**config.mk**
```make
export PLATFORM = sky130hd
export DESIGN_NAME = door_open_alarm_escalation
export DESIGN_NICKNAME = d
export VERILOG_FILES = /design/src/rtl/doae_pkg.sv /design/src/rtl/doae_lane.sv /design/src/rtl/doae_merge.sv /design/src/rtl/door_open_alarm_escalation.sv
export SDC_FILE = /design/constraint.sdc
export NUM_CORES = 1
export LEC_CHECK = 0
export BUFFER_PORTS_ARGS = -buffer_cell sky130_fd_sc_hd__buf_2
export CORE_ASPECT_RATIO = 1.4
export CORE_MARGIN = 2
export CORE_UTILIZATION = 55
export DETAILED_ROUTE_END_ITERATION = 10
export GPL_ROUTABILITY_DRIVEN = 1
export PLACE_DENSITY = 0.72
export SYNTH_ARGS = -nofsm -noshare
export SYNTH_HDL_FRONTEND = slang
export SYNTH_SLANG_ARGS = --single-unit
```
**constraint.sdc**
```tcl
create_clock -name i_clk -period 19.9 [get_ports i_clk]
set_input_delay 2.985 -clock i_clk [delete_from_list [all_inputs] [get_ports i_clk]]
set_output_delay 2.985 -clock i_clk [all_outputs]
set_load 0.01 [all_outputs]
```
**src/rtl/doae_pkg.sv**
```systemverilog
// Shared types and constants for the door open alarm escalation block.
// No dependencies; every other rtl file imports this package.
package doae_pkg;

    localparam int DOORS = 2;

    localparam int SEC_W        = 8;
    localparam int ELAPSED_W    = 32;
    localparam int LOCAL_MS_W   = 18;   // 255 * 1000 fits
    localparam int CENTRAL_MS_W = 19;   // 510 * 1000 fits

    localparam logic [9:0] MS_PER_SEC = 10'd1000;

    localparam logic [SEC_W-1:0] LOCAL_SEC_RST  = 8'd10;
    localparam logic [SEC_W-1:0] GLOBAL_SEC_RST = 8'd30;

    localparam logic [0:0] CFG_LOCAL  = 1'b0;
    localparam logic [0:0] CFG_GLOBAL = 1'b1;

    typedef enum logic [2:0] {
        REQ_TICK   = 3'd0,
        REQ_LOCK   = 3'd1,
        REQ_UNLOCK = 3'd2,
        REQ_SET    = 3'd3,
        REQ_START  = 3'd4,
        REQ_STOP   = 3'd5
    } t_req;

    // per-door command, already qualified by the input handshake
    typedef struct packed {
        logic             tick;
        logic             closed;
        logic             lock;
        logic             unlock;
        logic             set_local;
        logic             set_global;
        logic             start;
        logic             stop;
        logic [SEC_W-1:0] thr;
    } t_lane_cmd;

    typedef struct packed {
        logic             local_we;
        logic             global_we;
        logic [SEC_W-1:0] data;
    } t_cfg_wr;

    // door state after the current word, plus the raise flag for it
    typedef struct packed {
        logic closed_led;
        logic local_alarm;
        logic locked;
        logic central_alarm;
        logic raised;
    } t_lane_stat;

endpackage

```
**src/rtl/doae_lane.sv**
```systemverilog
// One door lane: open timer, thresholds, alarm and lock state.
// Depends on doae_pkg.
module doae_lane (
    input  logic                   i_clk,
    input  logic                   i_rst_n,
    input  doae_pkg::t_lane_cmd    i_cmd,
    input  doae_pkg::t_cfg_wr      i_cfg,
    output doae_pkg::t_lane_stat   o_stat
);
    import doae_pkg::*;

    logic                    r_open, n_open;
    logic [ELAPSED_W-1:0]    r_elapsed, n_elapsed;
    logic                    r_local_alarm, n_local_alarm;
    logic                    r_central, n_central;
    logic                    r_locked, n_locked;
    logic                    r_closed_led, n_closed_led;
    logic [SEC_W-1:0]        r_local_s, n_local_s;
    logic [SEC_W-1:0]        r_global_s, n_global_s;
    logic [LOCAL_MS_W-1:0]   local_ms;
    logic [CENTRAL_MS_W-1:0] central_ms;
    logic                    raised;

    always_comb begin
        local_ms   = LOCAL_MS_W'(r_local_s) * LOCAL_MS_W'(MS_PER_SEC);
        central_ms = (CENTRAL_MS_W'(r_local_s) + CENTRAL_MS_W'(r_global_s))
                     * CENTRAL_MS_W'(MS_PER_SEC);

        n_open        = r_open;
        n_elapsed     = r_elapsed;
        n_local_alarm = r_local_alarm;
        n_central     = r_central;
        n_locked      = r_locked;
        n_closed_led  = r_closed_led;
        n_local_s     = r_local_s;
        n_global_s    = r_global_s;
        raised        = 1'b0;

        if (i_cfg.local_we) begin
            n_local_s = i_cfg.data;
        end
        if (i_cfg.global_we) begin
            n_global_s = i_cfg.data;
        end

        if (i_cmd.tick) begin
            if (!i_cmd.closed) begin
                n_open = 1'b1;
                // elapsed tracks now - open time; counter advances before sampling
                if (!r_open) begin
                    n_elapsed    = '0;
                    n_closed_led = 1'b0;
                end else begin
                    n_elapsed = r_elapsed + ELAPSED_W'(1);
                end
                if (n_elapsed >= ELAPSED_W'(central_ms)) begin
                    n_central = 1'b1;
                    raised    = 1'b1;
                end else if (n_elapsed >= ELAPSED_W'(local_ms)) begin
                    n_local_alarm = 1'b1;
                end
            end else begin
                n_open        = 1'b0;
                n_elapsed     = '0;
                n_local_alarm = 1'b0;
                n_closed_led  = 1'b1;
            end
        end
        if (i_cmd.lock) begin
            n_locked = 1'b1;
        end
        if (i_cmd.unlock) begin
            n_locked = 1'b0;
        end
        if (i_cmd.set_local) begin
            n_local_s = i_cmd.thr;
        end
        if (i_cmd.set_global) begin
            n_global_s = i_cmd.thr;
        end
        if (i_cmd.start) begin
            n_central = 1'b1;
            raised    = 1'b1;
        end
        if (i_cmd.stop) begin
            n_central = 1'b0;
        end
    end

    always_ff @(posedge i_clk) begin
        if (!i_rst_n) begin
            r_open        <= 1'b0;
            r_elapsed     <= '0;
            r_local_alarm <= 1'b0;
            r_central     <= 1'b0;
            r_locked      <= 1'b0;
            r_closed_led  <= 1'b0;
            r_local_s     <= LOCAL_SEC_RST;
            r_global_s    <= GLOBAL_SEC_RST;
        end else begin
            r_open        <= n_open;
            r_elapsed     <= n_elapsed;
            r_local_alarm <= n_local_alarm;
            r_central     <= n_central;
            r_locked      <= n_locked;
            r_closed_led  <= n_closed_led;
            r_local_s     <= n_local_s;
            r_global_s    <= n_global_s;
        end
    end

    assign o_stat.closed_led    = n_closed_led;
    assign o_stat.local_alarm   = n_local_alarm;
    assign o_stat.locked        = n_locked;
    assign o_stat.central_alarm = n_central;
    assign o_stat.raised        = raised;

endmodule

```
**src/rtl/doae_merge.sv**
```systemverilog
// Merge stage: gathers lane status into result vectors and holds the
// result word in an output register. Depends on doae_pkg.
module doae_merge (
    input  logic                                   i_clk,
    input  logic                                   i_rst_n,
    input  logic                                   i_accept,
    input  doae_pkg::t_lane_stat [doae_pkg::DOORS-1:0] i_stat,
    input  logic                                   i_out_ready,
    output logic                                   o_out_valid,
    output logic [doae_pkg::DOORS-1:0]             o_closed_leds,
    output logic [doae_pkg::DOORS-1:0]             o_local_alarm_leds,
    output logic [doae_pkg::DOORS-1:0]             o_locked_leds,
    output logic [doae_pkg::DOORS-1:0]             o_central_alarms,
    output logic                                   o_alarm_sent
);
    import doae_pkg::*;

    logic             r_valid;
    logic [DOORS-1:0] r_closed, n_closed;
    logic [DOORS-1:0] r_local, n_local;
    logic [DOORS-1:0] r_locked, n_locked;
    logic [DOORS-1:0] r_central, n_central;
    logic             r_send, n_send;

    always_comb begin
        n_send = 1'b0;
        for (int d = 0; d < DOORS; d++) begin
            n_closed[d]  = i_stat[d].closed_led;
            n_local[d]   = i_stat[d].local_alarm;
            n_locked[d]  = i_stat[d].locked;
            n_central[d] = i_stat[d].central_alarm;
            n_send       = n_send | i_stat[d].raised;
        end
    end

    always_ff @(posedge i_clk) begin
        if (!i_rst_n) begin
            r_valid <= 1'b0;
        end else if (i_accept) begin
            r_valid <= 1'b1;
        end else if (i_out_ready) begin
            r_valid <= 1'b0;
        end
    end

    always_ff @(posedge i_clk) begin
        if (i_accept) begin
            r_closed  <= n_closed;
            r_local   <= n_local;
            r_locked  <= n_locked;
            r_central <= n_central;
            r_send    <= n_send;
        end
    end

    assign o_out_valid        = r_valid;
    assign o_closed_leds      = r_closed;
    assign o_local_alarm_leds = r_local;
    assign o_locked_leds      = r_locked;
    assign o_central_alarms   = r_central;
    assign o_alarm_sent       = r_send;

endmodule

```
**src/rtl/door_open_alarm_escalation.sv**
```systemverilog
// Top level of the door open alarm escalation block: request decode,
// one lane per door and the merge/output stage. Depends on doae_pkg,
// doae_lane and doae_merge.
//
// Takes one request word per clock and returns its result word in the next
// cycle through a registered output; a new word is taken whenever the
// output register is empty or being drained. Each door lane updates its
// 32-bit open timer and compares it with its thresholds (seconds times
// 1000) in that same cycle. No clearing pass after reset. Threshold
// register writes load the new value into every door at once.
module door_open_alarm_escalation (
    input  logic                          i_clk,
    input  logic                          i_rst_n,
    input  logic                          i_in_valid,
    output logic                          o_in_ready,
    input  logic [2:0]                    i_req_type,
    input  logic [0:0]                    i_door_index,
    input  logic [doae_pkg::DOORS-1:0]    i_switch_closed,
    input  logic [doae_pkg::SEC_W-1:0]    i_threshold_seconds,
    input  logic                          i_set_local,
    output logic                          o_out_valid,
    input  logic                          i_out_ready,
    output logic [doae_pkg::DOORS-1:0]    o_closed_leds,
    output logic [doae_pkg::DOORS-1:0]    o_local_alarm_leds,
    output logic [doae_pkg::DOORS-1:0]    o_locked_leds,
    output logic [doae_pkg::DOORS-1:0]    o_central_alarms,
    output logic                          o_alarm_sent,
    input  logic                          i_cfg_we,
    input  logic [0:0]                    i_cfg_index,
    input  logic [doae_pkg::SEC_W-1:0]    i_cfg_data
);
    import doae_pkg::*;

    logic                    accept;
    logic                    is_tick, is_lock, is_unlock, is_set, is_start, is_stop;
    t_cfg_wr                 cfg;
    t_lane_cmd [DOORS-1:0]   cmd;
    t_lane_stat [DOORS-1:0]  stat;

    assign o_in_ready = !o_out_valid || i_out_ready;
    assign accept     = i_in_valid && o_in_ready;

    always_comb begin
        is_tick   = 1'b0;
        is_lock   = 1'b0;
        is_unlock = 1'b0;
        is_set    = 1'b0;
        is_start  = 1'b0;
        is_stop   = 1'b0;
        case (i_req_type)
            REQ_TICK:   is_tick   = accept;
            REQ_LOCK:   is_lock   = accept;
            REQ_UNLOCK: is_unlock = accept;
            REQ_SET:    is_set    = accept;
            REQ_START:  is_start  = accept;
            REQ_STOP:   is_stop   = accept;
            default:    ;   // unused codes change nothing
        endcase
    end

    assign cfg.local_we  = i_cfg_we && (i_cfg_index == CFG_LOCAL);
    assign cfg.global_we = i_cfg_we && (i_cfg_index == CFG_GLOBAL);
    assign cfg.data      = i_cfg_data;

    for (genvar d = 0; d < DOORS; d++) begin : g_lane
        logic sel;
        assign sel = (32'(i_door_index) == d);

        assign cmd[d].tick       = is_tick;
        assign cmd[d].closed     = i_switch_closed[d];
        assign cmd[d].lock       = is_lock && sel;
        assign cmd[d].unlock     = is_unlock && sel;
        assign cmd[d].set_local  = is_set && sel && i_set_local;
        assign cmd[d].set_global = is_set && sel && !i_set_local;
        assign cmd[d].start      = is_start && sel;
        assign cmd[d].stop       = is_stop && sel;
        assign cmd[d].thr        = i_threshold_seconds;

        doae_lane u_lane (
            .i_clk   (i_clk),
            .i_rst_n (i_rst_n),
            .i_cmd   (cmd[d]),
            .i_cfg   (cfg),
            .o_stat  (stat[d])
        );
    end

    doae_merge u_merge (
        .i_clk              (i_clk),
        .i_rst_n            (i_rst_n),
        .i_accept           (accept),
        .i_stat             (stat),
        .i_out_ready        (i_out_ready),
        .o_out_valid        (o_out_valid),
        .o_closed_leds      (o_closed_leds),
        .o_local_alarm_leds (o_local_alarm_leds),
        .o_locked_leds      (o_locked_leds),
        .o_central_alarms   (o_central_alarms),
        .o_alarm_sent       (o_alarm_sent)
    );

    // a raised alarm always leaves some central alarm on in the same word
    a_send_has_central: assert property (@(posedge i_clk) disable iff (!i_rst_n)
        o_out_valid && o_alarm_sent |-> (o_central_alarms != '0))
        else $error("alarm flag without any central alarm");

    // a door with its local alarm on is open, so its closed LED is off
    a_local_not_closed: assert property (@(posedge i_clk) disable iff (!i_rst_n)
        o_out_valid |-> ((o_local_alarm_leds & o_closed_leds) == '0))
        else $error("local alarm on a closed door");

    // stop request clears that door's central alarm in its own result word
    a_stop_clears: assert property (@(posedge i_clk) disable iff (!i_rst_n)
        accept && (i_req_type == REQ_STOP) |=>
            !o_central_alarms[$past(i_door_index)] && !o_alarm_sent)
        else $error("stop central did not clear the alarm");

    // a word is always taken when nothing waits at the output
    a_ready_when_empty: assert property (@(posedge i_clk) disable iff (!i_rst_n)
        !o_out_valid |-> o_in_ready)
        else $error("input stalled with empty output register");

endmodule
```
==> results of run 1 <==
==> worst max-delay path, delay by kind of cell (launching register included) <==
family / cells / cell delay [ns]
AO/OA/AOI/OAI: 8 / 2.26
adder cells (fa/ha/maj): 8 / 3.08
buffers and inverters: 4 / 0.40
XOR/XNOR: 2 / 0.66
flip-flops: 1 / 0.49
AND/OR/NAND/NOR: 7 / 1.06
==> cells in the final DEF (no fill, tap or decap), types with 22 or more instances in the layout <==
cell and count:
a21o_1 23, ha_1 228, nor3_1 33, and2_1 37
a22oi_1 33, a21oi_1 92, o21ai_0 63, nor2_1 79
buf_2 39, dfxtp_1 107, nor2b_1 55, xnor2_1 59
nand2_1 110, xor2_1 42, nand3_1 42, fa_1 94
nand4_1 30, nand2b_1 22, inv_1 170
==> cell type report <==
| type | count | area share (%) |
|---|---|---|
| inverters | 171 | 4.30 |
| clock inverters | 11 | 1.06 |
| multi-input cells | 1271 | 71.2 |
| well taps | 319 | 2.67 |
| clock buffers | 21 | 3.01 |
| repair buffers | 45 | 1.61 |
| flip-flops and latches | 116 | 16.1 |
==> through the flow <==
step                      setup slack [ns]  area (µm²)  hold slack (ns)
after CTS                            11.69       14900            0.467
after detailed placement             11.71       14300            0.460
final                                11.68       14900            0.468
after floorplan                      12.89       14000            0.439
after global routing                 11.08       14900            0.505
after global placement               11.90       14300            0.453
==> worst max path at each step <==
stage / depth (start not counted) / slack, ns / end / start
2_1_floorplan: 28 / 12.89 / u_merge.o_central_alarms[0]$_DFFE_PP_ / g_lane[0].u_lane.r_local_s[1]$_SDFFE_PN1P_
3_3_place_gp: 29 / 11.90 / u_merge.o_central_alarms[0]$_DFFE_PP_ / g_lane[0].u_lane.r_local_s[0]$_SDFFE_PN0P_
3_5_place_dp: 29 / 11.71 / u_merge.o_central_alarms[0]$_DFFE_PP_ / g_lane[0].u_lane.r_local_s[0]$_SDFFE_PN0P_
4_1_cts: 29 / 11.69 / u_merge.o_central_alarms[0]$_DFFE_PP_ / g_lane[0].u_lane.r_local_s[0]$_SDFFE_PN0P_
5_1_grt: 29 / 11.08 / u_merge.o_central_alarms[0]$_DFFE_PP_ / g_lane[0].u_lane.r_local_s[0]$_SDFFE_PN0P_
6_report: 29 / 11.68 / u_merge.o_central_alarms[0]$_DFFE_PP_ / g_lane[0].u_lane.r_local_s[0]$_SDFFE_PN0P_
==> cells by family after synthesis <==
| logic type | Yosys count | synth area share [%] |
|---|---|---|
| simple gates | 490 | 18.6 |
| compound gates | 352 | 16.9 |
| fa+ha+maj | 322 | 33.9 |
| buf+inv | 226 | 6.53 |
| flops | 116 | 17.3 |
| xor+xnor | 101 | 6.34 |
| mux | 6 | 0.430 |
==> metal layers <==
layer | up-vias | share of wire, %
met3 | 57 | 3.2
met2 | 240 | 49
met1 | 5417 | 45
met4 | 0 | 2.3
met5 | - | 0
li1 | 5666 | -
==> where the power goes <==
| part | internal [mW] | total (mW) | switching, mW |
|---|---|---|---|
| registers | 0.241 | 0.249 | 0.00843 |
| logic | 0.715 | 1.59 | 0.874 |
| clock network | 0.211 | 0.331 | 0.120 |
| total | 1.17 | 2.17 | 1.00 |
==> metrics.md, run 1 <==
| Metric | Value |
|---|---|
| Status | `finished, final reports clean` |
| Avg Cell Area, Syn | `8.65 µm²` |
| Clock Pin Slew Worst Setup and Hold Paths | `0.06 ns` |
| Multi-input logic area | `about 11000 µm²` |
| Global-route wire length before repair | `between 50000 and 60000 µm` |
| # placed instances | `approximately 1900` |
| Initial antenna violation count | `0` |
| Iteration-0 DRC Markers | `647` |
| Final non-filler cell total | `~2000` |
| Fin nets | `about 2000` |
| Hold Crit Depth | `2` |
| Core Region | `25200 µm²` |
| CTS sink count | `116` |
| Clk root buf | `clkbuf_16` |
| Setup-failing EPs final | `0` |
| Post-CTS Resized | `0` |
| GR Util met2 | `around 44%` |
| Clk Latency, worst-skew pair | `between 0.4 and 0.5 ns` |
| Via count | `about 11000` |
| Fillers | `around 2200` |
| Reg2reg path depth | `29` |
| Share of cells above drive strength 1 | `between 5 and 6%` |
| Power Total | `~2.2 mW` |
| Endpoint, Worst Hold | `g_lane[0].u_lane.r_local_alarm$_SDFF_PN0_` |
| Sequential share of the synthesized area | `roughly 17%` |
| Most Crowded Layer GR | `met2` |
| ANT cells | `0` |
| Largest net degree at the start of global routing | `between 100 and 150` |
| First drt pass iteration count | `7` |
| Cell type with the largest total area after synthesis | `ha_1` |
| Die Y | `192 µm` |
| Most frequent cell after synthesis | `ha_1` |
| Io pins | `40` |
| Post-synth EDFFs | `9` |
| Leak | `around 7.2 nW` |
| Final Wtd Congestion | `0.896` |
| TritonCTS clock tree | `yes` |
| Worst Path Required | `approximately 20 ns` |
| Die area | `26700 µm²` |
| Starting Density | `a little under three fifths` |
| Max FFs per register | `64` |
| # hold bufs at CTS | `0` |
| Worst slew pin tran | `around 1.1 ns` |
| Vias in the first global route | `11300` |
| R2r setup slk | `11.68 ns` |
| Synth top cells by count | `ha_1, inv_1, nand2_1` |
| Setup_tns | `0 ns` |
| WL final | `approximately 32000 µm` |
| Worst path max stage delay | `~0.70 ns` |
| Worst flop-to-flop path endpoint | `u_merge.o_central_alarms[0]$_DFFE_PP_` |
| Setup Crit Path Kind | `flop to flop` |
| Synth Flop Type | `dfxtp_1` |
| Hold path startpoint | `g_lane[0].u_lane.r_local_alarm$_SDFF_PN0_` |
| Fin util | `between 50% and 60%` |
| CTS buffer count | `17` |
| Worst r2r src | `g_lane[0].u_lane.r_local_s[0]$_SDFFE_PN0P_` |
| GR Util met3 | `between 3 and 4%` |
| Clock period minus worst slack | `between 8 and 9 ns` |
| Top-area cell type share of the netlist area | `20.4%` |
| DR vias/cell | `~5.8` |
| Ys async rst share | `0%` |
| Synth top area cells | `ha_1, dfxtp_1, fa_1, inv_1, xnor2_1` |
| Startpoint Class | `flop` |
| Synthesized area | `14000 µm²` |
| RSZ-0062 raised after global routing | `no` |
| CP Capture Type | `flop` |
| Post-CTS setup buffer count | `0` |
| Final HPWL from detailed placement | `around 25000 µm` |
| Yosys warns | `0` |
| Max Root-Sink Buffers | `2` |
| Final Cycle Share | `roughly two fifths` |
| Critical-path top delay cell | `a2111oi_0` |
| Worst slew margin | `around 24%` |
| GRT met1 Usage | `roughly 30%` |
| Cell variety after synth | `73` |
| P per Cell Area | `between 100 and 150 nW/µm²` |
| Row cnt | `between 60 and 70` |
| Max-slew violation count | `0` |
| Fmax | `~120 MHz` |
| Max cap viols | `0` |
| Final hold viol count | `0` |
| Synth Instances | `about 1600` |
| VDD IR max | `between 100 and 150 µV` |
| DR DRC count | `0` |
| Post-Syn Nets | `slightly below 2000` |
| Reg with most FFs | `g_lane.u_lane.r_elapsed` |
| Critical Path AT | `between 8 and 9 ns` |
| Area Overhead vs Synth | `7.05%` |
| Number of routed nets with antenna violations | `0` |
| Die width | `roughly 140 µm` |
| Grt total ovfl | `0` |
| Yosys reg bits | `116` |
| Wirelength per Cell | `16.2 µm` |
| Register area | `2410 µm²` |
| Crit path max fanout | `7` |
| HP Class | `flop to flop` |
| H-tree levels | `4` |
| GRT Util Overall | `about 24%` |
| Top Registers | `g_lane.u_lane.r_elapsed (64), g_lane.u_lane.r_global_s (16), g_lane.u_lane.r_local_s (16)` |
| IO Port Bufs | `39` |
| Skew final | `approximately 0.010 ns` |
Power figures use the tool's default switching activity.
==> run 2: changes to the inputs <==
Settings changed: PLACE_DENSITY 0.72 to 0.75.
Clock period 19.9 ns to 7.3 ns, I/O delays scaled along.
==> metrics.md, run 2 (synthesized netlist as in run 1, its figures left out) <==
| Metric | Value |
|---|---|
| Status | `finished, final reports clean` |
| GRT met1 Usage | `29.1% (-1.1 points)` |
| Worst slew pin tran | `1.07 ns (-0.0606 ns)` |
| CTS sink count | `116 (unchanged)` |
| Max Root-Sink Buffers | `2 (unchanged)` |
| DR vias/cell | `5.88 (+0.90%)` |
| HP Class | `flop to flop` |
| Skew final | `0.00761 ns (-0.00282 ns)` |
| First drt pass iteration count | `6 (-1)` |
| CP Capture Type | `flop` |
| DR DRC count | `0 (unchanged)` |
| Fin nets | `2007 (+1.7%)` |
| RSZ-0062 raised after global routing | `yes` |
| CP bufs+invs | `6 (+2)` |
| Worst slew margin | `28.3% (+4.1 points)` |
| Final Cycle Share | `96.0% (+55 points)` |
| TritonCTS clock tree | `yes` |
| Startpoint Class | `flop` |
| Wirelength per Cell | `16.3 µm (+0.38%)` |
| GR Util met2 | `44.3% (+0.25 points)` |
| Setup-failing EPs final | `0 (unchanged)` |
| Final Wtd Congestion | `0.934 (+4.3%)` |
| Worst Path Required | `7.49 ns (-12.59 ns)` |
| Dpl ws | `-0.00465 ns (-11.71 ns)` |
| Clock Pin Slew Worst Setup and Hold Paths | `0.06 ns (about the same)` |
| Vias in the first global route | `11700 (+3.2%)` |
| Clk root buf | `clkbuf_16` |
| Setup ws final | `0.294 ns (-11.39 ns)` |
| H-tree levels | `4 (unchanged)` |
| Clk Latency, worst-skew pair | `0.44 ns (about the same)` |
| Share of cells above drive strength 1 | `8.81% (+3.0 points)` |
| # hold bufs at CTS | `0 (unchanged)` |
| Global-route wire length before repair | `54400 µm (+1.3%)` |
| CTS buffer count | `17 (unchanged)` |
| VDD IR max | `342 µV (+150%)` |
| Commonest non-fill, non-tap cell in the layout | `ha_1` |
| ANT cells | `0 (unchanged)` |
| Crit path max fanout | `5 (-2)` |
| Fmax | `143 MHz (+17%)` |
| Via count | `11700 (+2.7%)` |
| Worst flop-to-flop path endpoint | `u_merge.o_central_alarms[1]$_DFFE_PP_` |
| P per Cell Area | `400 nW/µm² (+180%)` |
| Clock period minus worst slack | `7.01 ns (-1.21 ns)` |
| Max cap viols | `0 (unchanged)` |
| Reg with most FFs | `g_lane.u_lane.r_elapsed` |
| Worst r2r src | `g_lane[1].u_lane.r_local_s[0]$_SDFFE_PN0P_` |
| Worst Setup SP | `g_lane[1].u_lane.r_local_s[0]$_SDFFE_PN0P_` |
| Design area | `15300 µm² (+2.2%)` |
| GRT Util Overall | `24.6% (+0.21 points)` |
| Reg2reg path depth | `30 (+3.4%)` |
| # placed instances | `1949 (+1.4%)` |
| Top delay family on crit path | `adder cells` |
| Worst setup endpoint | `u_merge.o_central_alarms[1]$_DFFE_PP_` |
| Max FFs per register | `64 (unchanged)` |
| Setup Crit Path Kind | `flop to flop` |
| Area of placed instances | `14500 µm² (+1.4%)` |
| Io pins | `40 (unchanged)` |
| Max-slew violation count | `0 (unchanged)` |
| Iteration-0 DRC Markers | `574 (-11%)` |
| Most Crowded Layer GR | `met2` |
| Final hold viol count | `0 (unchanged)` |
| Fin util | `60.6% (+1.3 points)` |
| Final HPWL from detailed placement | `24900 µm (+1.2%)` |
| Leak | `7.33 nW (+2.5%)` |
| Initial antenna violation count | `0 (unchanged)` |
| Critical-path top delay cell | `fa_1` |
| Area Overhead vs Synth | `9.37%` |
| Critical Path AT | `7.19 ns (-1.21 ns)` |
| Final non-filler cell total | `1988 (+1.7%)` |
| Die Y | `192 µm (unchanged)` |
| Commonest cells after routing, fill and taps aside | `ha_1, inv_1, nand2_1` |
| Die area | `26700 µm² (unchanged)` |
| GR Util met3 | `4.24% (+0.92 points)` |
| Core Region | `25200 µm² (unchanged)` |
| IO Port Bufs | `39 (unchanged)` |
| Starting Density | `55.4% (unchanged)` |
| Die width | `139 µm (unchanged)` |
| Row cnt | `69 (unchanged)` |
| Grt total ovfl | `0 (unchanged)` |
| Worst path max stage delay | `0.53 ns (-0.17 ns)` |
| Largest net degree at the start of global routing | `107 (unchanged)` |
| R2r setup slk | `0.29 ns (-11.39 ns)` |
| Number of routed nets with antenna violations | `0 (unchanged)` |
| WL final | `32400 µm (+2.1%)` |
| Top Registers | `g_lane.u_lane.r_elapsed (64), g_lane.u_lane.r_global_s (16), g_lane.u_lane.r_local_s (16)` |
| Worst path depth | `30 (+3.4%)` |
==> run 2: metrics by stage <==
stage	setup TNS [ns]	power, mW	hold slack [ns]
after floorplan	0	4.15	0.439
after global placement	0	4.87	0.456
after detailed placement	-0.00465	5.02	0.463
after CTS	0	5.93	0.483
after global routing	-0.250	6.76	0.512
final	0	6.10	0.481
==> run 2: worst min path at each step <==
stage / start / to / slack [ns] / depth (start not counted)
finish: g_lane[0].u_lane.r_local_alarm$_SDFF_PN0_ / g_lane[0].u_lane.r_local_alarm$_SDFF_PN0_ / 0.48 / 2
global route: g_lane[0].u_lane.r_local_alarm$_SDFF_PN0_ / g_lane[0].u_lane.r_local_alarm$_SDFF_PN0_ / 0.51 / 2
CTS: g_lane[1].u_lane.r_local_alarm$_SDFF_PN0_ / g_lane[1].u_lane.r_local_alarm$_SDFF_PN0_ / 0.48 / 2
detailed placement: g_lane[1].u_lane.r_local_alarm$_SDFF_PN0_ / g_lane[1].u_lane.r_local_alarm$_SDFF_PN0_ / 0.46 / 2
global placement: g_lane[0].u_lane.r_local_alarm$_SDFF_PN0_ / g_lane[0].u_lane.r_local_alarm$_SDFF_PN0_ / 0.46 / 2
floorplan: g_lane[1].u_lane.r_local_alarm$_SDFF_PN0_ / g_lane[1].u_lane.r_local_alarm$_SDFF_PN0_ / 0.44 / 2
==> run 2: layout make-up <==
type	count	area, µm²
Timing Repair Buffer	79	495
Inverter	171	642
Fill cell	2167	9940
Sequential cell	116	2410
Multi-Input combinational cell	1271	10700
Clock buffer	19	443
Tap cell	319	399
Clock inverter	13	148
==> run 2: timing repair <==
action | 4_1_cts | 5_1_grt
endpoints found under the setup margin | 2 | 9
pin swaps | 0 | 6
resized for setup | 1 | 16
cloned | 0 | 0
setup buffers | 0 | 7
==> run 2: power by group <==
| group | switching (mW) | internal [mW] |
|---|---|---|
| Sequential | 0.0129 | 0.656 |
| Combinational | 2.48 | 2.08 |
| Clock | 0.352 | 0.516 |
| Total | 2.84 | 3.26 |
==> run 2: worst register-to-register path, delay by kind of cell, from the launching register on <==
kind,cells,cell delay (ns)
AO/OA/AOI/OAI,11,2.19
flip-flops,1,0.34
adder cells (fa/ha/maj),8,2.93
AND/OR/NAND/NOR,3,0.47
XOR/XNOR,2,0.24
buffers and inverters,6,0.61
==> run 2: layer usage <==
metal / vias to the layer above / part of all wire [%]
met1: 5610 / 43
li1: 5740 / -
met5: - / 0
met3: 77 / 4.0
met2: 255 / 50
met4: 0 / 3.2
==> run 3: changes to the inputs <==
Settings changed: CAP_MARGIN set to 20, PLACE_DENSITY 0.75 to 0.74.
==> metrics.md, run 3 (synthesized netlist as in run 1, its figures left out) <==
| Metric | Value |
|---|---|
| Status | `finished, final reports clean` |
| VDD IR max | `403 µV (+18%)` |
| Vias in the first global route | `11600 (-0.79%)` |
| Max FFs per register | `64 (unchanged)` |
| Fin util | `60.8% (+0.23 points)` |
| Final non-filler cell total | `1988 (unchanged)` |
| Worst slew margin | `32.4% (+4.1 points)` |
| DR vias/cell | `5.87 (about the same)` |
| Setup Crit Path Kind | `flop to flop` |
| Commonest cells after routing, fill and taps aside | `ha_1, inv_1, nand2_1` |
| Leak | `7.35 nW (+0.20%)` |
| Clock Pin Slew Worst Setup and Hold Paths | `0.06 ns (about the same)` |
| Initial antenna violation count | `0 (unchanged)` |
| Clk root buf | `clkbuf_16` |
| Crit path max fanout | `7 (+2)` |
| R2r setup slk | `0.30 ns (about the same)` |
| Row cnt | `69 (unchanged)` |
| # placed instances | `1951 (+0.10%)` |
| CTS buffer count | `17 (unchanged)` |
| Final HPWL from detailed placement | `25300 µm (+1.6%)` |
| Global-route wire length before repair | `54700 µm (+0.55%)` |
| Final hold viol count | `0 (unchanged)` |
| Largest net degree at the start of global routing | `107 (unchanged)` |
| Setup ws final | `0.297 ns (+0.00351 ns)` |
| Reg with most FFs | `g_lane.u_lane.r_elapsed` |
| Dpl ws | `-0.138 ns (-0.134 ns)` |
| Die area | `26700 µm² (unchanged)` |
| Skew final | `0.00819 ns (+0.000582 ns)` |
| WL final | `32900 µm (+1.4%)` |
| CTS sink count | `116 (unchanged)` |
| Top Registers | `g_lane.u_lane.r_elapsed (64), g_lane.u_lane.r_global_s (16), g_lane.u_lane.r_local_s (16)` |
| Die width | `139 µm (unchanged)` |
| Fin nets | `2007 (unchanged)` |
| P per Cell Area | `405 nW/µm² (+1.4%)` |
| Startpoint Class | `flop` |
| ANT cells | `0 (unchanged)` |
| H-tree levels | `4 (unchanged)` |
| Iteration-0 DRC Markers | `576 (+0.35%)` |
| GRT Util Overall | `24.8% (+0.18 points)` |
| Fmax | `143 MHz (about the same)` |
| Final Wtd Congestion | `0.890 (-4.8%)` |
| Max cap viols | `0 (unchanged)` |
| Final Cycle Share | `95.9% (about the same)` |
| Power Total | `6.21 mW (+1.8%)` |
| Max Root-Sink Buffers | `2 (unchanged)` |
| Worst Path Required | `7.49 ns (about the same)` |
| DR DRC count | `0 (unchanged)` |
| Die Y | `192 µm (unchanged)` |
| Share of cells above drive strength 1 | `9.23% (+0.42 points)` |
| Via count | `11700 (-0.086%)` |
| First drt pass iteration count | `5 (-1)` |
| Io pins | `40 (unchanged)` |
| Clk Latency, worst-skew pair | `0.44 ns (about the same)` |
| IO Port Bufs | `39 (unchanged)` |
| Clock period minus worst slack | `7.00 ns (-0.00351 ns)` |
| Grt total ovfl | `0 (unchanged)` |
| Wirelength per Cell | `16.5 µm (+1.4%)` |
| Setup-failing EPs final | `0 (unchanged)` |
| Commonest non-fill, non-tap cell in the layout | `ha_1` |
| TritonCTS clock tree | `yes` |
| Worst slew pin tran | `1.01 ns (-0.0578 ns)` |
| HP Class | `flop to flop` |
| Critical-path top delay cell | `fa_1` |
| Starting Density | `55.4% (unchanged)` |
| Worst path max stage delay | `0.54 ns (about the same)` |
| Fillers | `2133 (-1.6%)` |
| Number of routed nets with antenna violations | `0 (unchanged)` |
| Area Overhead vs Synth | `9.78%` |
| CP Capture Type | `flop` |
| Core Region | `25200 µm² (unchanged)` |
| Max-slew violation count | `0 (unchanged)` |
| Critical Path AT | `7.19 ns (about the same)` |
[run 3: cell types whose count changed in the layout (fill, tap and decap cells not counted), moves of 2 or more]
cell / delta
clkinv_4: +2
a21oi_1: -2
a2111oi_2: -2
a21oi_2: +2
xnor2_2: -3
xnor2_1: +3
[run 3: cell type report]
cell class,instances,area [µm²],area share (%)
multi-input cells,1271,10800,70.2
repair buffers,79,502,3.27
inverters,171,642,4.19
clock inverters,14,169,1.10
clock buffers,18,439,2.87
well taps,319,399,2.60
flip-flops and latches,116,2410,15.7
[run 3: where the power goes]
group	internal, mW	switching (mW)
logic	2.10	2.56
registers	0.656	0.0125
clock network	0.523	0.359
[run 3: stage by stage]
| step | hold slack, ns | setup TNS [ns] | instance area (µm²) |
|---|---|---|---|
| after floorplan | 0.439 | 0 | 14000 |
| after global placement | 0.457 | 0 | 14600 |
| after detailed placement | 0.460 | -0.283 | 14600 |
| after CTS | 0.483 | 0 | 15200 |
| after global routing | 0.499 | -0.189 | 15300 |
| final | 0.484 | 0 | 15300 |
[run 3: worst paths after layout]
| check | depth (start not counted) | from | endpoint |
|---|---|---|---|
| hold / removal | 2 | g_lane[0].u_lane.r_local_alarm$_SDFF_PN0_ | g_lane[0].u_lane.r_local_alarm$_SDFF_PN0_ |
| hold reg to reg | 2 | g_lane[0].u_lane.r_local_alarm$_SDFF_PN0_ | g_lane[0].u_lane.r_local_alarm$_SDFF_PN0_ |
| setup reg to reg | 29 | g_lane[1].u_lane.r_local_s[0]$_SDFFE_PN0P_ | u_merge.o_central_alarms[1]$_DFFE_PP_ |
| setup / recovery | 29 | g_lane[1].u_lane.r_local_s[0]$_SDFFE_PN0P_ | u_merge.o_central_alarms[1]$_DFFE_PP_ |
[run 3: routing by layer]
metal / up-vias / global-route usage [%] / routed length (µm) / share of wire (%)
met5: - / 0 / 0 / 0
met2: 221 / 45.5 / 16800 / 51
met1: 5638 / 29.4 / 14200 / 43
li1: 5739 / - / - / -
met4: 0 / 9.17 / 926 / 2.8
met3: 74 / 3.82 / 981 / 3.0
[run 3: critical path: cells and delay by family, from the launching register on]
kind / cells / cell delay (ns)
xor gates and xnor gates: 3 / 0.46
adders and majority gates: 7 / 2.63
and+or+nand+nor: 3 / 0.55
buffers and inverters: 6 / 0.60
DFF: 1 / 0.33
AOI/OAI and AO/OA: 10 / 2.17
[run 3: repair_timing]
item,4_1_cts,5_1_grt
cloned,0,0
resized for setup,2,24
hold buffers,0,0
hold endpoints to repair,0,0
setup buffers,0,4
endpoints found under the setup margin,3,9
pin swaps,0,12
